$ cat src/sv/fbd_pkg.sv
// shared types, constants and datapath command codes for the baud divider search
package fbd_pkg;

	localparam int ClockW = 27;
	localparam int TargetW = 24;
	localparam int BaudW = 23;
	localparam int DlW = 16;
	localparam int FracW = 4;
	localparam int TrialW = 9;
	localparam int WordW = 32;

	localparam logic [ClockW-1:0] CORE_CLOCK_RESET = 27'd120000000;
	localparam logic [TargetW-1:0] FAST_BAUD_LIMIT = 24'd1000000;
	localparam logic [WordW-1:0] FINE_ERR_SCALE = 32'd1536;
	localparam logic [WordW-1:0] COARSE_ERR_SCALE = 32'd200;
	localparam logic [FracW-1:0] MUL_LAST = 4'd15;
	localparam logic [FracW-1:0] DADD_LAST = 4'd14;

	localparam int OpW = 4;
	localparam logic [OpW-1:0] OP_NONE  = 4'd0;
	localparam logic [OpW-1:0] OP_LOAD  = 4'd1;
	localparam logic [OpW-1:0] OP_PREP  = 4'd2;
	localparam logic [OpW-1:0] OP_DIV1  = 4'd3;
	localparam logic [OpW-1:0] OP_DL    = 4'd4;
	localparam logic [OpW-1:0] OP_FIX   = 4'd5;
	localparam logic [OpW-1:0] OP_DIV2  = 4'd6;
	localparam logic [OpW-1:0] OP_DX    = 4'd7;
	localparam logic [OpW-1:0] OP_DIV3  = 4'd8;
	localparam logic [OpW-1:0] OP_BAUD  = 4'd9;
	localparam logic [OpW-1:0] OP_KEEP  = 4'd10;
	localparam logic [OpW-1:0] OP_NEXT  = 4'd11;
	localparam logic [OpW-1:0] OP_NEWPD = 4'd12;
	localparam logic [OpW-1:0] OP_EMIT  = 4'd13;

	typedef struct packed {
		logic [OpW-1:0] op;
	} fbd_cmd_t;

	typedef struct packed {
		logic target_zero;
		logic den_zero;
		logic div_busy;
		logic dl_big;
		logic improve;
		logic fine_exit;
		logic coarse_exit;
		logic last_combo;
		logic pd_zero;
	} fbd_stat_t;

endpackage

$ cat src/sv/fbd_div.sv
// radix-2 restoring 32 by 32 unsigned divider, one quotient bit per cycle
module fbd_div (
	input  logic clk,
	input  logic arst_n,
	input  logic start,
	input  logic [fbd_pkg::WordW-1:0] dividend,
	input  logic [fbd_pkg::WordW-1:0] divisor,
	output logic busy,
	output logic [fbd_pkg::WordW-1:0] quotient
);
	localparam int CntW = $clog2(fbd_pkg::WordW + 1);

	logic [CntW-1:0] cnt_q;
	logic [fbd_pkg::WordW-1:0] rem_q;
	logic [fbd_pkg::WordW-1:0] quo_q;
	logic [fbd_pkg::WordW-1:0] den_q;
	logic [fbd_pkg::WordW:0] trial;
	logic take;

	assign trial = {rem_q, quo_q[fbd_pkg::WordW-1]};
	assign take = trial >= {1'b0, den_q};

	always_ff @(posedge clk or negedge arst_n) begin
		if (!arst_n) begin
			cnt_q <= '0;
		end else if (start) begin
			cnt_q <= CntW'(fbd_pkg::WordW);
		end else if (cnt_q != '0) begin
			cnt_q <= cnt_q - 1'b1;
		end
	end

	always_ff @(posedge clk) begin
		if (start) begin
			rem_q <= '0;
			quo_q <= dividend;
			den_q <= divisor;
		end else if (cnt_q != '0) begin
			rem_q <= take ? fbd_pkg::WordW'(trial - {1'b0, den_q}) : trial[fbd_pkg::WordW-1:0];
			quo_q <= {quo_q[fbd_pkg::WordW-2:0], take};
		end
	end

	assign busy = cnt_q != '0;
	assign quotient = quo_q;
endmodule

$ cat src/sv/fbd_datapath.sv
// search datapath: clock register, trial arithmetic, best candidate and result words
module fbd_datapath (
	input  logic clk,
	input  logic arst_n,
	input  fbd_pkg::fbd_cmd_t cmd,
	output fbd_pkg::fbd_stat_t stat,
	input  logic cfg_we,
	input  logic [fbd_pkg::ClockW-1:0] cfg_data,
	input  logic [fbd_pkg::TargetW-1:0] req_baud,
	output logic [fbd_pkg::BaudW-1:0] actual_baud,
	output logic [1:0] prescale_shift,
	output logic [fbd_pkg::DlW-1:0] divisor_latch,
	output logic [fbd_pkg::FracW-1:0] frac_multiplier,
	output logic [fbd_pkg::FracW-1:0] frac_divide_add,
	output logic [fbd_pkg::TrialW-1:0] trials_made
);
	localparam int W = fbd_pkg::WordW;
	localparam int FW = fbd_pkg::FracW;

	logic [fbd_pkg::ClockW-1:0] clock_q;
	logic [fbd_pkg::TargetW-1:0] target_q;
	logic [1:0] pd_q;
	logic [FW-1:0] mul_q, dadd_q;
	logic [fbd_pkg::TrialW-1:0] trials_q;
	logic [W-1:0] num_q, den_q, dl_q, base_q, prod_q, dx_q, baud_q, dist_q;
	logic [W-1:0] best_baud_q, best_dist_q;
	logic [fbd_pkg::DlW-1:0] dl_fix_q, best_dl_q;
	logic [1:0] best_pd_q;
	logic [FW-1:0] best_mul_q, best_dadd_q;

	logic [fbd_pkg::ClockW-1:0] pclk;
	logic [W-1:0] target32, quot, div_a, div_b, base_n, fine_p, coarse_p;
	logic [fbd_pkg::DlW-1:0] dl_fix;
	logic [FW:0] dsum;
	logic div_start, div_busy;

	assign pclk = clock_q >> pd_q;
	assign target32 = W'(target_q);
	assign dsum = {1'b0, dadd_q} + {1'b0, mul_q};

	always_comb begin
		dl_fix = dl_q[fbd_pkg::DlW-1:0];
		if (dl_fix == '0) begin
			dl_fix = 16'd1;
		end
		if (dadd_q != '0 && dl_fix < 16'd2) begin
			dl_fix = 16'd2;
		end
		base_n = {4'd0, dl_fix, 12'd0};
	end

	always_comb begin
		div_start = 1'b0;
		div_a = num_q;
		div_b = den_q;
		case (cmd.op)
			fbd_pkg::OP_DIV1: begin
				div_start = 1'b1;
			end
			fbd_pkg::OP_DIV2: begin
				div_start = 1'b1;
				div_a = prod_q;
				div_b = W'(mul_q);
			end
			fbd_pkg::OP_DIV3: begin
				div_start = 1'b1;
				div_a = {pclk, 5'd0};
				div_b = dx_q;
			end
			default: begin
			end
		endcase
	end

	fbd_div u_div (
		.clk(clk),
		.arst_n(arst_n),
		.start(div_start),
		.dividend(div_a),
		.divisor(div_b),
		.busy(div_busy),
		.quotient(quot)
	);

	always_ff @(posedge clk or negedge arst_n) begin
		if (!arst_n) begin
			clock_q <= fbd_pkg::CORE_CLOCK_RESET;
		end else if (cfg_we) begin
			clock_q <= cfg_data;
		end
	end

	always_ff @(posedge clk) begin
		case (cmd.op)
			fbd_pkg::OP_LOAD: begin
				target_q <= req_baud;
				pd_q <= (req_baud < fbd_pkg::FAST_BAUD_LIMIT) ? 2'd3 : 2'd1;
				mul_q <= 4'd1;
				dadd_q <= '0;
				trials_q <= '0;
				best_baud_q <= '0;
				best_dist_q <= W'(req_baud);
				best_pd_q <= '0;
				best_dl_q <= '0;
				best_mul_q <= '0;
				best_dadd_q <= '0;
			end
			fbd_pkg::OP_PREP: begin
				trials_q <= trials_q + 1'b1;
				num_q <= W'({mul_q, 1'b0} * W'(pclk));
				den_q <= W'(target32 * W'(dsum)) << 4;
			end
			fbd_pkg::OP_DL: begin
				dl_q <= (quot + 1'b1) >> 1;
			end
			fbd_pkg::OP_FIX: begin
				dl_fix_q <= dl_fix;
				base_q <= base_n;
				prod_q <= W'(base_n * W'(dadd_q));
			end
			fbd_pkg::OP_DX: begin
				dx_q <= base_q + quot;
			end
			fbd_pkg::OP_BAUD: begin
				baud_q <= quot << 3;
				dist_q <= ((quot << 3) >= target32) ? (quot << 3) - target32
					: target32 - (quot << 3);
			end
			fbd_pkg::OP_KEEP: begin
				best_baud_q <= baud_q;
				best_dist_q <= dist_q;
				best_pd_q <= pd_q;
				best_dl_q <= dl_fix_q;
				best_mul_q <= mul_q;
				best_dadd_q <= dadd_q;
			end
			fbd_pkg::OP_NEXT: begin
				if (FW'(dadd_q + 1'b1) < mul_q) begin
					dadd_q <= dadd_q + 1'b1;
				end else begin
					dadd_q <= '0;
					mul_q <= mul_q + 1'b1;
				end
			end
			fbd_pkg::OP_NEWPD: begin
				pd_q <= pd_q - 1'b1;
				mul_q <= 4'd1;
				dadd_q <= '0;
			end
			fbd_pkg::OP_EMIT: begin
				actual_baud <= best_baud_q[fbd_pkg::BaudW-1:0];
				prescale_shift <= best_pd_q;
				divisor_latch <= best_dl_q;
				frac_multiplier <= best_mul_q;
				frac_divide_add <= best_dadd_q;
				trials_made <= trials_q;
			end
			default: begin
			end
		endcase
	end

	assign fine_p = W'(dist_q * fbd_pkg::FINE_ERR_SCALE);
	assign coarse_p = W'(best_dist_q * fbd_pkg::COARSE_ERR_SCALE);

	always_comb begin
		stat.target_zero = target_q == '0;
		stat.den_zero = den_q == '0;
		stat.div_busy = div_busy;
		stat.dl_big = dl_q[W-1:fbd_pkg::DlW] != '0;
		stat.improve = dist_q < best_dist_q;
		stat.fine_exit = (baud_q == target32) || (fine_p < target32);
		stat.coarse_exit = coarse_p < target32;
		stat.last_combo = (mul_q == fbd_pkg::MUL_LAST) && (dadd_q == fbd_pkg::DADD_LAST);
		stat.pd_zero = pd_q == '0;
	end
endmodule

$ cat src/sv/fbd_ctrl.sv
// search sequencer: walks prescale, multiplier and divide-add and drives the datapath
module fbd_ctrl (
	input  logic clk,
	input  logic arst_n,
	input  logic in_valid,
	output logic in_ready,
	output logic out_valid,
	input  logic out_ready,
	input  fbd_pkg::fbd_stat_t stat,
	output fbd_pkg::fbd_cmd_t cmd
);
	localparam logic [4:0] S_IDLE = 5'd0;
	localparam logic [4:0] S_ZCHK = 5'd1;
	localparam logic [4:0] S_PREP = 5'd2;
	localparam logic [4:0] S_DZ   = 5'd3;
	localparam logic [4:0] S_W1   = 5'd4;
	localparam logic [4:0] S_DL   = 5'd5;
	localparam logic [4:0] S_FIX  = 5'd6;
	localparam logic [4:0] S_D2   = 5'd7;
	localparam logic [4:0] S_W2   = 5'd8;
	localparam logic [4:0] S_DX   = 5'd9;
	localparam logic [4:0] S_W3   = 5'd10;
	localparam logic [4:0] S_BAUD = 5'd11;
	localparam logic [4:0] S_CMP  = 5'd12;
	localparam logic [4:0] S_ADV  = 5'd13;
	localparam logic [4:0] S_PEND = 5'd14;
	localparam logic [4:0] S_FIN  = 5'd15;
	localparam logic [4:0] S_D3   = 5'd16;

	logic [4:0] state_q, state_n;
	logic out_valid_q;
	logic emit;

	assign in_ready = state_q == S_IDLE;
	assign emit = (state_q == S_FIN) && (!out_valid_q || out_ready);

	always_comb begin
		state_n = state_q;
		cmd.op = fbd_pkg::OP_NONE;
		unique case (state_q)
			S_IDLE: begin
				if (in_valid) begin
					cmd.op = fbd_pkg::OP_LOAD;
					state_n = S_ZCHK;
				end
			end
			S_ZCHK: state_n = stat.target_zero ? S_FIN : S_PREP;
			S_PREP: begin
				cmd.op = fbd_pkg::OP_PREP;
				state_n = S_DZ;
			end
			S_DZ: begin
				if (stat.den_zero) begin
					state_n = S_ADV;
				end else begin
					cmd.op = fbd_pkg::OP_DIV1;
					state_n = S_W1;
				end
			end
			S_W1: if (!stat.div_busy) state_n = S_DL;
			S_DL: begin
				cmd.op = fbd_pkg::OP_DL;
				state_n = S_FIX;
			end
			S_FIX: begin
				if (stat.dl_big) begin
					state_n = S_ADV;
				end else begin
					cmd.op = fbd_pkg::OP_FIX;
					state_n = S_D2;
				end
			end
			S_D2: begin
				cmd.op = fbd_pkg::OP_DIV2;
				state_n = S_W2;
			end
			S_W2: if (!stat.div_busy) state_n = S_DX;
			S_DX: begin
				cmd.op = fbd_pkg::OP_DX;
				state_n = S_D3;
			end
			S_D3: begin
				cmd.op = fbd_pkg::OP_DIV3;
				state_n = S_W3;
			end
			S_W3: if (!stat.div_busy) state_n = S_BAUD;
			S_BAUD: begin
				cmd.op = fbd_pkg::OP_BAUD;
				state_n = S_CMP;
			end
			S_CMP: begin
				state_n = S_ADV;
				if (stat.improve) begin
					cmd.op = fbd_pkg::OP_KEEP;
					if (stat.fine_exit) begin
						state_n = S_FIN;
					end
				end
			end
			S_ADV: begin
				if (stat.last_combo) begin
					state_n = S_PEND;
				end else begin
					cmd.op = fbd_pkg::OP_NEXT;
					state_n = S_PREP;
				end
			end
			S_PEND: begin
				if (stat.coarse_exit || stat.pd_zero) begin
					state_n = S_FIN;
				end else begin
					cmd.op = fbd_pkg::OP_NEWPD;
					state_n = S_PREP;
				end
			end
			S_FIN: begin
				if (emit) begin
					cmd.op = fbd_pkg::OP_EMIT;
					state_n = S_IDLE;
				end
			end
			default: state_n = S_IDLE;
		endcase
	end

	always_ff @(posedge clk or negedge arst_n) begin
		if (!arst_n) begin
			state_q <= S_IDLE;
			out_valid_q <= 1'b0;
		end else begin
			state_q <= state_n;
			if (emit) begin
				out_valid_q <= 1'b1;
			end else if (out_ready) begin
				out_valid_q <= 1'b0;
			end
		end
	end

	assign out_valid = out_valid_q;
endmodule

$ cat src/sv/fractional_baud_divider_search.sv
// top level of the fractional baud divider search
// Usage: write core_clock_hz on the cfg channel (cfg_valid/cfg_ready, always ready) while idle;
// it resets to 120000000. Offer a req_baud word on in_valid/in_ready; one result word
// (actual_baud, prescale_shift, divisor_latch, frac_multiplier, frac_divide_add,
// trials_made) comes back on out_valid/out_ready.
// Search steps: a trial that reaches the baud computation makes three passes of the one shared
// serial divider; a trial with a zero denominator or an oversize divisor is skipped without
// the baud computation. A full search makes up to 480 trials; a zero target gives an
// all-zero result without any trial.
// One target is searched at a time; in_ready is high only between searches.
// The result sits in an output register: a new target can be taken while it waits.
// If the receiver stalls, a finished search holds until the output register frees up.
// Reset clears the sequencer and output valid and restores the clock register.
module fractional_baud_divider_search (
	input  logic clk,
	input  logic arst_n,
	input  logic cfg_valid,
	output logic cfg_ready,
	input  logic [fbd_pkg::ClockW-1:0] cfg_data,
	input  logic in_valid,
	output logic in_ready,
	input  logic [fbd_pkg::TargetW-1:0] req_baud,
	output logic out_valid,
	input  logic out_ready,
	output logic [fbd_pkg::BaudW-1:0] actual_baud,
	output logic [1:0] prescale_shift,
	output logic [fbd_pkg::DlW-1:0] divisor_latch,
	output logic [fbd_pkg::FracW-1:0] frac_multiplier,
	output logic [fbd_pkg::FracW-1:0] frac_divide_add,
	output logic [fbd_pkg::TrialW-1:0] trials_made
);
	fbd_pkg::fbd_cmd_t cmd;
	fbd_pkg::fbd_stat_t stat;

	assign cfg_ready = 1'b1;

	fbd_ctrl u_ctrl (
		.clk(clk),
		.arst_n(arst_n),
		.in_valid(in_valid),
		.in_ready(in_ready),
		.out_valid(out_valid),
		.out_ready(out_ready),
		.stat(stat),
		.cmd(cmd)
	);

	fbd_datapath u_dp (
		.clk(clk),
		.arst_n(arst_n),
		.cmd(cmd),
		.stat(stat),
		.cfg_we(cfg_valid),
		.cfg_data(cfg_data),
		.req_baud(req_baud),
		.actual_baud(actual_baud),
		.prescale_shift(prescale_shift),
		.divisor_latch(divisor_latch),
		.frac_multiplier(frac_multiplier),
		.frac_divide_add(frac_divide_add),
		.trials_made(trials_made)
	);
endmodule

$ cat config.mk
export PLATFORM = sky130hd
export DESIGN_NAME = fractional_baud_divider_search
export DESIGN_NICKNAME = d
export VERILOG_FILES = /design/src/sv/fbd_pkg.sv /design/src/sv/fbd_div.sv /design/src/sv/fbd_datapath.sv /design/src/sv/fbd_ctrl.sv /design/src/sv/fractional_baud_divider_search.sv
export SDC_FILE = /design/constraint.sdc
export NUM_CORES = 2
export LEC_CHECK = 0
export BUFFER_PORTS_ARGS = -buffer_cell sky130_fd_sc_hd__buf_2
export CORE_ASPECT_RATIO = 1.2
export CORE_MARGIN = 1
export CORE_UTILIZATION = 55
export CTS_CLUSTER_SIZE = 8
export DETAILED_ROUTE_END_ITERATION = 7
export HOLD_SLACK_MARGIN = 0.06
export PLACE_DENSITY = 0.83
export SKIP_LAST_GASP = 1
export SYNTH_ARGS = -nofsm -noshare
export SYNTH_HDL_FRONTEND = slang
export SYNTH_HIERARCHICAL = 1
export SYNTH_SLANG_ARGS = --single-unit
$ cat constraint.sdc
create_clock -name clk -period 13 [get_ports clk]
set_clock_uncertainty 0.05 [all_clocks]
set_input_delay 2.6 -clock clk [delete_from_list [all_inputs] [get_ports clk]]
set_output_delay 2.6 -clock clk [all_outputs]
set_load 0.005 [all_outputs]
==> run_results.csv <==
group,metric,value,unit
status,outcome,"finished clean",
timing,totalNegativeSetupSlack,0,ns
global_route,grt_overflow_total,0,
critical_path,worst_setup_path_start_kind,"register",
timing,report.final.hold_viol_count,0,
drt,first_pass_iters,5,
floorplan,die_w,249,um
critical_path,critPathRequiredTime,13.23,ns
clocking,postCtsSetupBuffers,0,
critical_path,critical_path.max_fanout,91,
synthesis,syn_area_per_cell,10.2,sq um
synthesis,synth_async_sr_flop_share,7.36,%
drt,postRouteWirelength,108000,um
drt,m1WireLength,40900,um
layout,areaGrowthSynthToFinish,9.40,%
clocking,cts-buffers-inserted,77,
critical_path,critical_path_buf_inv_count,6,
clocking,tritoncts_clock_tree,"yes",
synthesis,synth-seq-area-share,38.4,%
synthesis,synth_enable_flop_cells,459,
clocking,cts.sink_count,530,
critical_path,path_delay_family,"compound AO/OA/AOI/OAI gates",
synthesis,synth-warning-count,6,
floorplan,die_area,74000,sq um
critical_path,timing.critical_path.to_type,"register",
floorplan,y_dimension_of_the_die,298,um
flow_run,maxCapViolations,0,
worst_hold_path,timing.hold.worst.class,"register to register",
critical_path,cp_slowest_cell,"buf_4",
layout,finish.net_count,4580,
synthesis,netlist_instances,3914,
timing,timing.final.max_slew_violations,0,
drt,postRouteAntennaNets,0,
place,gp_routability_congestion,1.03,
drt,route.vias.total,30200,
drt,wl_per_cell,21.7,um
synthesis,synth.ff_latch_count,530,
critical_path,critical_path_class,"register to register",
clocking,post_cts.resized_instances,0,
synthesis,synth_cell_area,40100,sq um
timing,rsz0062_at_grt,"false",
drt,topRoutingLayerUsed,"met4",
timing,worst_slew_margin_relative_to_its_limit,20.8,%
timing,period_share,74.3,%
clocking,cts_htree_levels,3,
critical_path,worst-endpoint-arrival,9.89,ns
layout,proportion_of_layout_cells_with_a_drive_suffix_above_1,10.7,%
drt,wl_met3,8960,um
drt,via_per_inst,6.07,
drt,drc_errors,0,
global_route,total_global_routing_track_utilization,29.2,%
global_route,largest_net_degree_at_the_start_of_global_routing,92,
synthesis,yosysUniqueCellTypes,97,
timing,maxClockFrequency,0.103,GHz
clocking,clk_pin_slew_worst_paths,0.05,ns
global_route,global_route_wire_length_before_repair,167000,um
floorplan,core-area,72300,sq um
clocking,clock_latency,0.65,ns
global_route,via_count_of_the_first_global_routing_pass,29900,
timing,number_of_setup_violations_in_the_final_report,0,
place,dp_hpwl,80900,um
floorplan,std_cell_rows,108,
floorplan,num_io_pins,117,
drt,met2RoutedLength,51600,um
synthesis,dominantRegCellSynth,"edfxtp_1",
critical_path,critPathMaxStageDelay,0.97,ns
drt,detailedRoute.firstIterationViolations,2545,
floorplan,initial_core_util,55.5,%
clocking,holdBufCountCts,0,
place,buffer_ports.inserted,112,
clocking,cts-root-to-sink-buffers,3,
clocking,clockRootBuffer,"clkbuf_16",
critical_path,library_cell_appearing_most_often_on_the_critical_path,"ha_1",
global_route,antenna_found_initial,1,
timing,worst_slew_pin_slew,1.19,ns
timing,layout_min_cycle_time,9.66,ns
==> stage by stage <==
stage	instances	hold slack (ns)	util [%]	setup WS, ns	area (sq um)
6_report	4982	0.352	60.7	3.34	43900
5_1_grt	4980	0.360	60.7	2.59	43900
4_1_cts	4978	0.350	60.7	3.38	43900
3_5_place_dp	4846	0.355	57.5	3.42	41600
3_3_place_gp	4846	0.354	57.5	3.74	41600
2_1_floorplan	3917	0.350	-	3.14	40100
==> layout make-up <==
cell class                 count  area, sq um
clock inverter                10          156
antenna                        4         10.0
fill                        5633        28400
sequential                   530        15400
multi-input combinational   2792        22500
tap                          935         1170
clock buffer                 122         2130
inverter                     433         1630
timing repair buffer         156          891
==> cells in the final DEF (no fill, tap or decap), types with 20 or more instances in the layout <==
cell type,count
edfxtp_1,459
inv_1,430
nand2_1,370
ha_1,363
a21oi_1,210
nor2_1,200
and2_1,192
fa_1,171
xnor2_1,160
o21ai_0,113
buf_2,112
mux2_2,85
a21o_1,81
clkbuf_16,77
xor2_1,70
nand3_1,66
nand4_1,50
nor3_1,49
buf_4,44
clkbuf_1,42
nand2b_1,39
a22o_1,39
nor2b_1,38
nor4_1,38
dfxtp_1,32
a31oi_1,29
dfrtp_1,29
o21bai_1,26
a211oi_1,23
mux4_2,23
a311oi_1,22
o21a_1,21
a22oi_1,21
or3_1,20
and3_1,20
==> registers in the layout, summed over array words and instances (netlist names), 20 cells and up <==
signal / flops
u_dp/dl_q: 31
u_dp/prod_q: 20
u_dp/dist_q: 32
u_dp/best_dist_q: 32
u_dp/u_div/den_q: 32
u_dp/actual_baud: 20
u_dp/den_q: 28
u_dp/target_q: 24
u_dp/clock_q: 27
u_dp/baud_q: 29
u_dp/num_q: 31
u_dp/u_div/rem_q: 32
u_dp/u_div/quotient: 32
u_dp/dx_q: 32
u_dp/best_baud_q: 20
==> path summary, 6_finish.rpt <==
| check | start | end | slack [ns] | cells after the start |
|---|---|---|---|---|
| setup / recovery | u_dp/best_dist_q[3] | u_dp/u_div/quotient[12] | 3.34 | 35 |
| hold / removal | u_dp/best_baud_q[7] | u_dp/actual_baud[7] | 0.35 | 0 |
| setup reg to reg | u_dp/best_dist_q[3] | u_dp/u_div/quotient[12] | 3.34 | 35 |
| hold reg to reg | u_dp/best_baud_q[7] | u_dp/actual_baud[7] | 0.35 | 0 |
| max in group asynchronous | arst_n | u_dp/u_div/cnt_q[0] | 10.15 | 1 |
| min in group asynchronous | arst_n | u_dp/clock_q[8] | 2.09 | 1 |
==> synth_stat cells, drive strengths merged, types with 38 or more instances <==
cell	number	area (sq um)
a21o	81	608
a21oi	212	1070
a22o	39	342
and2	193	1210
clkbuf	129	487
edfxtp	459	13800
fa	171	3420
ha	363	4540
inv	431	1620
mux2	87	980
nand2	372	1400
nand2b	39	244
nand3	67	340
nand4	51	325
nor2	207	777
nor2b	38	238
nor3	52	260
nor4	39	244
o21ai	122	618
xnor2	161	1410
xor2	70	613
==> kinds of logic after synthesis <==
kind of cell / Yosys count / share of synthesized area [%]
and+or+nand+nor: 1158 / 14.3
AOI/OAI and AO/OA: 740 / 12.5
buffers and inverters: 595 / 5.76
adders and majority gates: 534 / 19.9
DFF: 530 / 38.4
xor gates and xnor gates: 231 / 5.04
muxes: 124 / 4.08
other: 2 / 0.0187
==> layer usage <==
metal	vias up	global-route usage (%)
met5	-	0
met4	0	17.6
met3	342	5.26
met2	1324	48.8
met1	14600	35.3
li1	13900	-
Power is left out: the tool's default activity adds up to more than one toggle a clock period on the data nets, which glitch-free logic cannot reach.
